**src/hdl/wsd_pkg.sv**
```systemverilog
`timescale 1ns / 1ps
// ----------------------------------------------------------------------------
// wsd_pkg
// Shared types and constants of the WebSocket frame deframer.
// ----------------------------------------------------------------------------
package wsd_pkg;

  localparam int unsigned BufSizeWidth = 21;
  localparam logic [BufSizeWidth-1:0] BufSizeReset = 21'd4096;

  localparam int unsigned QueueDepth = 4;
  localparam int unsigned QueueAw    = $clog2(QueueDepth);
  localparam int unsigned QueueCw    = $clog2(QueueDepth + 1);

  localparam logic [3:0] OP_CONT   = 4'h0;
  localparam logic [3:0] OP_TEXT   = 4'h1;
  localparam logic [3:0] OP_BINARY = 4'h2;
  localparam logic [3:0] OP_CLOSE  = 4'h8;
  localparam logic [3:0] OP_PING   = 4'h9;
  localparam logic [3:0] OP_PONG   = 4'hA;

  localparam logic [6:0] LEN_EXT16 = 7'd126;
  localparam logic [6:0] LEN_EXT64 = 7'd127;

  typedef enum logic [2:0] {
    KIND_DATA     = 3'd0,
    KIND_PING     = 3'd1,
    KIND_CLOSE    = 3'd2,
    KIND_FRAG     = 3'd3,
    KIND_UNKNOWN  = 3'd4,
    KIND_OVERFLOW = 3'd5
  } kind_e;

  // one classified item travelling from the parser to the emitter
  typedef struct packed {
    kind_e      kind;
    logic [7:0] data;
    logic [7:0] key;
    logic       has_byte;
    logic       binary;
    logic       last;
  } cmd_t;

endpackage

```
**src/hdl/wsd_parser.sv**
```systemverilog
`timescale 1ns / 1ps
// ----------------------------------------------------------------------------
// wsd_parser
// Front end: walks the frame header byte by byte, checks it, and classifies
// each data or ping payload byte into an item for the result queue.
// ----------------------------------------------------------------------------
module wsd_parser (
  input  logic                               clk_i,
  input  logic                               rst_ni,
  input  logic                               accept_i,
  input  logic [7:0]                         rx_byte_i,
  input  logic                               buffer_size_we_i,
  input  logic [wsd_pkg::BufSizeWidth-1:0]   buffer_size_i,
  output logic                               emit_o,
  output wsd_pkg::cmd_t                      cmd_o
);

  typedef enum logic [2:0] {
    PH_FIRST,
    PH_SECOND,
    PH_EXTLEN,
    PH_MASK,
    PH_PAYLOAD,
    PH_HALT
  } phase_e;

  typedef enum logic [1:0] {
    ACT_SKIP,
    ACT_DATA,
    ACT_PING
  } action_e;

  phase_e                           phase_q, phase_d;
  action_e                          act_q, act_d;
  logic [3:0]                       left_q, left_d;
  logic [3:0]                       total_q, total_d;
  logic [3:0]                       opcode_q, opcode_d;
  logic                             final_q, final_d;
  logic                             masked_q, masked_d;
  logic [63:0]                      rem_q, rem_d;
  logic [31:0]                      key_q, key_d;
  logic [1:0]                       mpos_q, mpos_d;
  logic                             frag_q, frag_d;
  logic                             bin_q, bin_d;
  logic [wsd_pkg::BufSizeWidth-1:0] buf_q;

  logic                             after_len;
  logic                             hdr_done;
  logic                             ovf;
  logic                             last_pay;
  logic [7:0]                       key_byte;
  logic [wsd_pkg::BufSizeWidth:0]   need;

  always_comb begin
    phase_d   = phase_q;
    act_d     = act_q;
    left_d    = left_q;
    total_d   = total_q;
    opcode_d  = opcode_q;
    final_d   = final_q;
    masked_d  = masked_q;
    rem_d     = rem_q;
    key_d     = key_q;
    mpos_d    = mpos_q;
    frag_d    = frag_q;
    bin_d     = bin_q;
    after_len = 1'b0;
    hdr_done  = 1'b0;
    ovf       = 1'b0;
    need      = '0;
    last_pay  = (rem_q == 64'd1);
    emit_o    = 1'b0;
    cmd_o     = '0;

    case (mpos_q)
      2'd0:    key_byte = key_q[31:24];
      2'd1:    key_byte = key_q[23:16];
      2'd2:    key_byte = key_q[15:8];
      default: key_byte = key_q[7:0];
    endcase

    if (accept_i) begin
      case (phase_q)
        PH_FIRST: begin
          final_d  = rx_byte_i[7];
          opcode_d = rx_byte_i[3:0];
          key_d    = '0;
          mpos_d   = '0;
          rem_d    = '0;
          total_d  = 4'd2;
          phase_d  = PH_SECOND;
        end
        PH_SECOND: begin
          masked_d = rx_byte_i[7];
          if (rx_byte_i[6:0] == wsd_pkg::LEN_EXT16) begin
            left_d  = 4'd2;
            total_d = total_q + 4'd2;
            phase_d = PH_EXTLEN;
          end else if (rx_byte_i[6:0] == wsd_pkg::LEN_EXT64) begin
            left_d  = 4'd8;
            total_d = total_q + 4'd8;
            phase_d = PH_EXTLEN;
          end else begin
            rem_d     = {57'd0, rx_byte_i[6:0]};
            after_len = 1'b1;
          end
        end
        PH_EXTLEN: begin
          rem_d  = {rem_q[55:0], rx_byte_i};
          left_d = left_q - 4'd1;
          if (left_q == 4'd1) begin
            after_len = 1'b1;
          end
        end
        PH_MASK: begin
          key_d  = {key_q[23:0], rx_byte_i};
          left_d = left_q - 4'd1;
          if (left_q == 4'd1) begin
            hdr_done = 1'b1;
          end
        end
        PH_PAYLOAD: begin
          mpos_d = mpos_q + 2'd1;
          rem_d  = rem_q - 64'd1;
          if (last_pay) begin
            phase_d = PH_FIRST;
          end
          if (act_q == ACT_DATA) begin
            emit_o          = 1'b1;
            cmd_o.kind      = wsd_pkg::KIND_DATA;
            cmd_o.data      = rx_byte_i;
            cmd_o.key       = key_byte;
            cmd_o.has_byte  = 1'b1;
            cmd_o.binary    = bin_q;
            cmd_o.last      = last_pay & final_q;
          end else if (act_q == ACT_PING) begin
            emit_o         = 1'b1;
            cmd_o.kind     = wsd_pkg::KIND_PING;
            cmd_o.data     = rx_byte_i;
            cmd_o.key      = key_byte;
            cmd_o.has_byte = 1'b1;
            cmd_o.last     = last_pay;
          end
        end
        default: ;
      endcase
    end

    if (after_len) begin
      if (masked_d) begin
        left_d  = 4'd4;
        total_d = total_d + 4'd4;
        phase_d = PH_MASK;
      end else begin
        hdr_done = 1'b1;
      end
    end

    if (hdr_done) begin
      need = {1'b0, rem_d[wsd_pkg::BufSizeWidth-1:0]}
           + {{(wsd_pkg::BufSizeWidth-3){1'b0}}, total_d};
      ovf  = (|rem_d[63:wsd_pkg::BufSizeWidth]) || (need > {1'b0, buf_q});
      if (ovf) begin
        phase_d    = PH_HALT;
        emit_o     = 1'b1;
        cmd_o.kind = wsd_pkg::KIND_OVERFLOW;
      end else begin
        phase_d = (rem_d != 64'd0) ? PH_PAYLOAD : PH_FIRST;
        act_d   = ACT_SKIP;
        if (opcode_q == wsd_pkg::OP_CONT || opcode_q == wsd_pkg::OP_TEXT ||
            opcode_q == wsd_pkg::OP_BINARY) begin
          if (opcode_q != wsd_pkg::OP_CONT && frag_q) begin
            emit_o     = 1'b1;
            cmd_o.kind = wsd_pkg::KIND_FRAG;
          end else begin
            if (opcode_q != wsd_pkg::OP_CONT) begin
              bin_d  = (opcode_q == wsd_pkg::OP_BINARY);
              frag_d = ~final_q;
            end else if (final_q) begin
              frag_d = 1'b0;
            end
            act_d = ACT_DATA;
            if (rem_d == 64'd0 && final_q) begin
              emit_o          = 1'b1;
              cmd_o.kind      = wsd_pkg::KIND_DATA;
              cmd_o.binary    = bin_d;
              cmd_o.last      = 1'b1;
            end
          end
        end else if (opcode_q == wsd_pkg::OP_CLOSE) begin
          phase_d    = PH_HALT;
          emit_o     = 1'b1;
          cmd_o.kind = wsd_pkg::KIND_CLOSE;
        end else if (opcode_q == wsd_pkg::OP_PING) begin
          act_d = ACT_PING;
          if (rem_d == 64'd0) begin
            emit_o     = 1'b1;
            cmd_o.kind = wsd_pkg::KIND_PING;
            cmd_o.last = 1'b1;
          end
        end else if (opcode_q != wsd_pkg::OP_PONG) begin
          emit_o     = 1'b1;
          cmd_o.kind = wsd_pkg::KIND_UNKNOWN;
        end
      end
    end
  end

  always_ff @(posedge clk_i or negedge rst_ni) begin
    if (!rst_ni) begin
      phase_q  <= PH_FIRST;
      act_q    <= ACT_SKIP;
      left_q   <= '0;
      total_q  <= '0;
      opcode_q <= '0;
      final_q  <= 1'b0;
      masked_q <= 1'b0;
      rem_q    <= '0;
      key_q    <= '0;
      mpos_q   <= '0;
      frag_q   <= 1'b0;
      bin_q    <= 1'b0;
      buf_q    <= wsd_pkg::BufSizeReset;
    end else begin
      phase_q  <= phase_d;
      act_q    <= act_d;
      left_q   <= left_d;
      total_q  <= total_d;
      opcode_q <= opcode_d;
      final_q  <= final_d;
      masked_q <= masked_d;
      rem_q    <= rem_d;
      key_q    <= key_d;
      mpos_q   <= mpos_d;
      frag_q   <= frag_d;
      bin_q    <= bin_d;
      if (buffer_size_we_i) begin
        buf_q <= buffer_size_i;
      end
    end
  end

endmodule

```
**src/hdl/wsd_queue.sv**
```systemverilog
`timescale 1ns / 1ps
// ----------------------------------------------------------------------------
// wsd_queue
// Short item queue between the parser and the emitter.
// ----------------------------------------------------------------------------
module wsd_queue (
  input  logic          clk_i,
  input  logic          rst_ni,
  input  logic          wr_i,
  input  wsd_pkg::cmd_t wr_cmd_i,
  output logic          full_o,
  input  logic          rd_i,
  output logic          valid_o,
  output wsd_pkg::cmd_t rd_cmd_o
);

  wsd_pkg::cmd_t                  mem_q [wsd_pkg::QueueDepth];
  logic [wsd_pkg::QueueAw-1:0]    wptr_q, rptr_q;
  logic [wsd_pkg::QueueCw-1:0]    cnt_q;
  logic                           do_wr, do_rd;

  assign full_o   = (cnt_q == wsd_pkg::QueueCw'(wsd_pkg::QueueDepth));
  assign valid_o  = (cnt_q != '0);
  assign do_wr    = wr_i & ~full_o;
  assign do_rd    = rd_i & valid_o;
  assign rd_cmd_o = mem_q[rptr_q];

  always_ff @(posedge clk_i) begin
    if (do_wr) begin
      mem_q[wptr_q] <= wr_cmd_i;
    end
  end

  always_ff @(posedge clk_i or negedge rst_ni) begin
    if (!rst_ni) begin
      wptr_q <= '0;
      rptr_q <= '0;
      cnt_q  <= '0;
    end else begin
      if (do_wr) begin
        wptr_q <= wptr_q + 1'b1;
      end
      if (do_rd) begin
        rptr_q <= rptr_q + 1'b1;
      end
      if (do_wr && !do_rd) begin
        cnt_q <= cnt_q + 1'b1;
      end else if (do_rd && !do_wr) begin
        cnt_q <= cnt_q - 1'b1;
      end
    end
  end

endmodule

```
**src/hdl/wsd_emitter.sv**
```systemverilog
`timescale 1ns / 1ps
// ----------------------------------------------------------------------------
// wsd_emitter
// Back end: unmasks queued items and holds the oldest result for the reader.
// ----------------------------------------------------------------------------
module wsd_emitter (
  input  logic          clk_i,
  input  logic          rst_ni,
  input  logic          q_valid_i,
  input  wsd_pkg::cmd_t q_cmd_i,
  output logic          q_rd_o,
  input  logic          pop_i,
  output logic          empty_o,
  output wsd_pkg::cmd_t res_o
);

  logic          valid_q;
  wsd_pkg::cmd_t res_q, res_d;

  assign q_rd_o  = q_valid_i & (~valid_q | pop_i);
  assign empty_o = ~valid_q;
  assign res_o   = res_q;

  always_comb begin
    res_d      = q_cmd_i;
    res_d.data = q_cmd_i.has_byte ? (q_cmd_i.data ^ q_cmd_i.key) : 8'd0;
    res_d.key  = '0;
  end

  always_ff @(posedge clk_i) begin
    if (q_rd_o) begin
      res_q <= res_d;
    end
  end

  always_ff @(posedge clk_i or negedge rst_ni) begin
    if (!rst_ni) begin
      valid_q <= 1'b0;
    end else if (q_rd_o) begin
      valid_q <= 1'b1;
    end else if (pop_i) begin
      valid_q <= 1'b0;
    end
  end

endmodule

```
**src/hdl/websocket_frame_deframer.sv**
```systemverilog
`timescale 1ns / 1ps
// ----------------------------------------------------------------------------
// websocket_frame_deframer
// Receive-side WebSocket frame parser: header decode, unmasking, control
// frame handling, streamed payload bytes.
// ----------------------------------------------------------------------------
// Usage:
//   Input queue side: drive rx_byte_i with push; a byte is taken at an edge
//   where push is high and full is low: one byte per cycle while not full.
//   Result queue side: while empty is low the oldest result sits on kind_o,
//   data_byte_o, has_byte_o, binary_o and last_o; pop takes it.
//   A byte that yields a result writes it into the queue as it is taken;
//   the output register takes it from the queue when free and drives the ports.
//   Rate is one byte per cycle, header and payload alike, while full is low;
//   a four-item queue sits between parser and emitter.
//   If the reader stalls, the queue fills and full rises until pops resume.
//   buffer_size_we_i / buffer_size_i set the largest accepted frame size.
//   Reset clears the parser to the first header byte, empties the queue and
//   restores buffer_size to 4096. After close or overflow all further bytes
//   are consumed and dropped until reset.
// ----------------------------------------------------------------------------
module websocket_frame_deframer (
  input  logic                             clk_i,
  input  logic                             rst_ni,
  input  logic                             push,
  output logic                             full,
  input  logic [7:0]                       rx_byte_i,
  output logic                             empty,
  input  logic                             pop,
  output logic [2:0]                       kind_o,
  output logic [7:0]                       data_byte_o,
  output logic                             has_byte_o,
  output logic                             binary_o,
  output logic                             last_o,
  input  logic                             buffer_size_we_i,
  input  logic [wsd_pkg::BufSizeWidth-1:0] buffer_size_i
);

  logic          q_full;
  logic          accept;
  logic          emit;
  wsd_pkg::cmd_t cmd;
  logic          q_valid;
  logic          q_rd;
  wsd_pkg::cmd_t q_cmd;
  wsd_pkg::cmd_t res;

  assign full   = q_full;
  assign accept = push & ~q_full;

  wsd_parser u_parser (
    .clk_i            (clk_i),
    .rst_ni           (rst_ni),
    .accept_i         (accept),
    .rx_byte_i        (rx_byte_i),
    .buffer_size_we_i (buffer_size_we_i),
    .buffer_size_i    (buffer_size_i),
    .emit_o           (emit),
    .cmd_o            (cmd)
  );

  wsd_queue u_queue (
    .clk_i    (clk_i),
    .rst_ni   (rst_ni),
    .wr_i     (emit),
    .wr_cmd_i (cmd),
    .full_o   (q_full),
    .rd_i     (q_rd),
    .valid_o  (q_valid),
    .rd_cmd_o (q_cmd)
  );

  wsd_emitter u_emitter (
    .clk_i     (clk_i),
    .rst_ni    (rst_ni),
    .q_valid_i (q_valid),
    .q_cmd_i   (q_cmd),
    .q_rd_o    (q_rd),
    .pop_i     (pop),
    .empty_o   (empty),
    .res_o     (res)
  );

  assign kind_o      = res.kind;
  assign data_byte_o = res.data;
  assign has_byte_o  = res.has_byte;
  assign binary_o    = res.binary;
  assign last_o      = res.last;

endmodule

```
**config.mk**
```make
export PLATFORM = sky130hd
export DESIGN_NAME = websocket_frame_deframer
export DESIGN_NICKNAME = d
export VERILOG_FILES = /design/src/hdl/wsd_pkg.sv /design/src/hdl/wsd_parser.sv /design/src/hdl/wsd_queue.sv /design/src/hdl/wsd_emitter.sv /design/src/hdl/websocket_frame_deframer.sv
export SDC_FILE = /design/constraint.sdc
export NUM_CORES = 1
export LEC_CHECK = 0
export BUFFER_PORTS_ARGS = -buffer_cell sky130_fd_sc_hd__clkbuf_2
export CELL_PAD_IN_SITES_DETAIL_PLACEMENT = 0
export CELL_PAD_IN_SITES_GLOBAL_PLACEMENT = 2
export CORE_ASPECT_RATIO = 0.6
export CORE_UTILIZATION = 41
export DETAILED_ROUTE_END_ITERATION = 10
export PLACE_DENSITY = 0.86
export SLEW_MARGIN = 25
export SYNTH_ARGS = -nofsm -noshare
export SYNTH_HDL_FRONTEND = slang
export SYNTH_SLANG_ARGS = --single-unit
```
**constraint.sdc**
```tcl
create_clock -name clk_i -period 9.1 [get_ports clk_i]
set_input_delay 2.73 -clock clk_i [delete_from_list [all_inputs] [get_ports clk_i]]
set_output_delay 2.73 -clock clk_i [all_outputs]
set_load 0.01 [all_outputs]
```
==> results.md <==
* Status: finished, final reports clean
* Crit end category: flop
* Reg2Reg Depth at 28
* Die span in y at 145 um
* Clock Latency Late Sink at 570 ps
* Setup crit start kind: input pin
* CTS Buf Count at 25
* Hold Path Cell Cnt at 1
* Synth async-reset ratio at 59.2%
* Minimum clock period at 8300 ps
* Critical path class: input pin to flop
* Initial drt markers at 1258
* Synthesis-stage register bit count at 250
* Placed inst area at 0.0147 mm2
* Worst-path clk slew at 60 ps
* Proportion of layout cells with a drive suffix above 1 at 12.4%
* Register area share after synthesis at 48.6%
* Worst IR Drop VDD at 0.162 mV
* Clock sinks at 250
* Post-CTS setup buffers at 0
* First-pass GRT wire length at 66900 um
* Die width at 240 um
* Initial antenna violation count at 2
* Yosys warning total at 0
* Post-DP HPWL at 31100 um
* Initial core utilization at 42.3%
* Via density at 6.09
* RSZ-0062 raised after global routing: no
* Avg WL per Cell at 22.7 um
* WL final at 43400 um
* Tcrit/Tclk final at 91.2%
* I/O Buffers at 49
* # setup viols final at 0
* Pwr dens at 303 mW/mm2
* Via count at 11700
* Leak pwr at 6.33 nW
* Fin nets at 1520
* Req. time, crit path at 9550 ps
* Die area at 0.0348 mm2
* Most frequent cells in the layout: 167 x nand2_1, 146 x dfrtp_1, 104 x o21ai_0
* Longest Clk Path Bufs at 3
* Design area at 0.0156 mm2
* Synth Cell Area at 0.0139 mm2
* Syn Area/Cell at 9.86 um2
* Row cnt at 51
* TritonCTS clock tree: built
* Core ar. at 0.0329 mm2
* Vias in the first global route at 11000
* Post-cts sizing count at 0
* Most used DFF post-synth: dfrtp_1
* Slew HR at 30.3%
* Root buf cell: clkbuf_16
* Fin. max-slew vios at 0
* Distinct cells, synth at 83
* Area share of the largest cell type after synthesis at 26.4%
* Layout Area Growth over Synthesis at 12.3%
* Max_cap viols at 0
* Hold-fix buffers, CTS at 0
* Commonest non-fill, non-tap cell in the layout: nand2_1
* Gpl congestion at 0.934
* Max Clk Rate at 121 MHz
* Top cells by area, synth: dfrtp_1 26%, edfxtp_1 22%, nand2_1 4.5%
* Synth area leader: dfrtp_1
* HP Class: flop to flop
* Least-Margin Pin Slew at 1040 ps
* Length of the first detailed-routing pass in iterations at 7
* Worst Path Arrival at 8750 ps
* Largest net degree at the start of global routing at 67
* Global-route usage over all layers at 25.3%
* Clock Skews at 30.9 ps
* Post-synth EDFFs at 102
* Syn_nets at 1491
* Critical Path Fanout Max at 8
* H-tree Lvls at 1
* Total grt overflow at 0
* Routed Antenna Nets at 0
* Top Ports at 50
* Final setup TNS at 0 ps
* Final Hold Viols at 0
* Synth Instances at 1413
* DRC at 0
-- registers in the layout, indices dropped and copies added (netlist names) --
name / count
u_queue.mem_q: 88
u_parser.rem_q: 64
u_parser.key_q: 32
u_parser.buf_q: 21
u_emitter.res_o: 14
u_parser.left_q: 4
u_parser.opcode_q: 4
u_parser.total_q: 4
u_parser.phase_q: 3
u_queue.cnt_q: 3
u_parser.act_q: 2
u_parser.mpos_q: 2
u_queue.rptr_q: 2
u_queue.wptr_q: 2
u_emitter.valid_q: 1
u_parser.bin_q: 1
u_parser.final_q: 1
u_parser.frag_q: 1
u_parser.masked_q: 1
-- metal layers --
layer | track usage [%] | vias to the layer above | wire length [um]
met5 | 0 | - | 0
met4 | 5.83 | 0 | 801
met1 | 41.1 | 5691 | 21900
met2 | 33.1 | 567 | 16600
met3 | 5.37 | 57 | 4110
li1 | - | 5338 | -
-- synth_stat cells, drive strengths merged (19+ instances only) --
cell	number
ha	42
xnor2	50
clkbuf	69
a22oi	21
nand2	168
edfxtp	102
o21ai	110
nor2	96
inv	66
nor4	43
a21oi	58
dfrtp	147
and2	19
or4	22
nor3	52
nand3	54
nand4	28
-- power by group --
group | total [mW] | switching, mW | internal [mW]
clock network | 1.19 | 0.478 | 0.711
logic | 1.84 | 1.20 | 0.643
registers | 1.71 | 0.306 | 1.40
-- layout make-up --
| cell class | instances | area, um2 |
|---|---|---|
| Clock buffer | 29 | 641 |
| Antenna cell | 2 | 5.00 |
| Inverter | 66 | 248 |
| Fill cell | 3151 | 17300 |
| Clock inverter | 16 | 287 |
| Sequential cell | 250 | 6770 |
| Timing Repair Buffer | 82 | 499 |
| Tap cell | 450 | 563 |
| Multi-Input combinational cell | 1017 | 6630 |
-- final timing paths --
path | startpoint | end | slack [ps]
max | push | u_queue.cnt_q[1]$_DFFE_PN0P_ | 800
min | u_queue.cnt_q[2]$_DFFE_PN0P_ | u_queue.cnt_q[2]$_DFFE_PN0P_ | 500
max reg2reg | u_parser.phase_q[2]$_DFF_PN0_ | u_queue.cnt_q[1]$_DFFE_PN0P_ | 2080
min reg2reg | u_queue.cnt_q[2]$_DFFE_PN0P_ | u_queue.cnt_q[2]$_DFFE_PN0P_ | 500
max in group asynchronous | rst_ni | u_parser.rem_q[41]$_DFF_PN0_ | 5850
min in group asynchronous | rst_ni | u_parser.buf_q[18]$_DFFE_PN0P_ | 2070
-- critical path: stages --
cell      delay [ps]
clkbuf_2         180
inv_1            140
nor2_1           190
nand3_1          190
mux2i_1          320
inv_1             80
and2_1           260
nor2b_1          190
xnor2_1          160
ha_1             340
nor2b_1          150
nor2_1            80
nor3_1           190
and4b_1          320
nand2_1           90
xnor2_1          130
ha_1             310
a21o_1           180
a21oi_1          200
nor3b_1          210
o311ai_0         170
o21ai_0          380
and3_1           390
a31oi_4          170
ha_1             270
inv_1             80
fa_1             400
mux2_2           270
-- through the flow --
step | utilization, % | worst slack (ps) | power (mW) | hold slack, ps | std cells
6_report | 47.5 | 803 | 4.74 | 502 | 1912
3_5_place_dp | 44.6 | 176 | 3.50 | 488 | 1865
2_1_floorplan | - | 700 | 2.88 | 455 | 1413
4_1_cts | 47.5 | 732 | 4.70 | 507 | 1910
3_3_place_gp | 44.6 | 276 | 3.47 | 487 | 1865
5_1_grt | 47.5 | 234 | 5.01 | 515 | 1912
-- cells by family after synthesis --
family | synth area share, %
buffers and inverters | 4.11
adders and majority gates | 4.13
xor gates and xnor gates | 3.71
and+or+nand+nor | 20.3
DFF | 48.6
AOI/OAI and AO/OA | 16.0
muxes | 3.21
No activity file was read; power rests on OpenSTA's default activity.
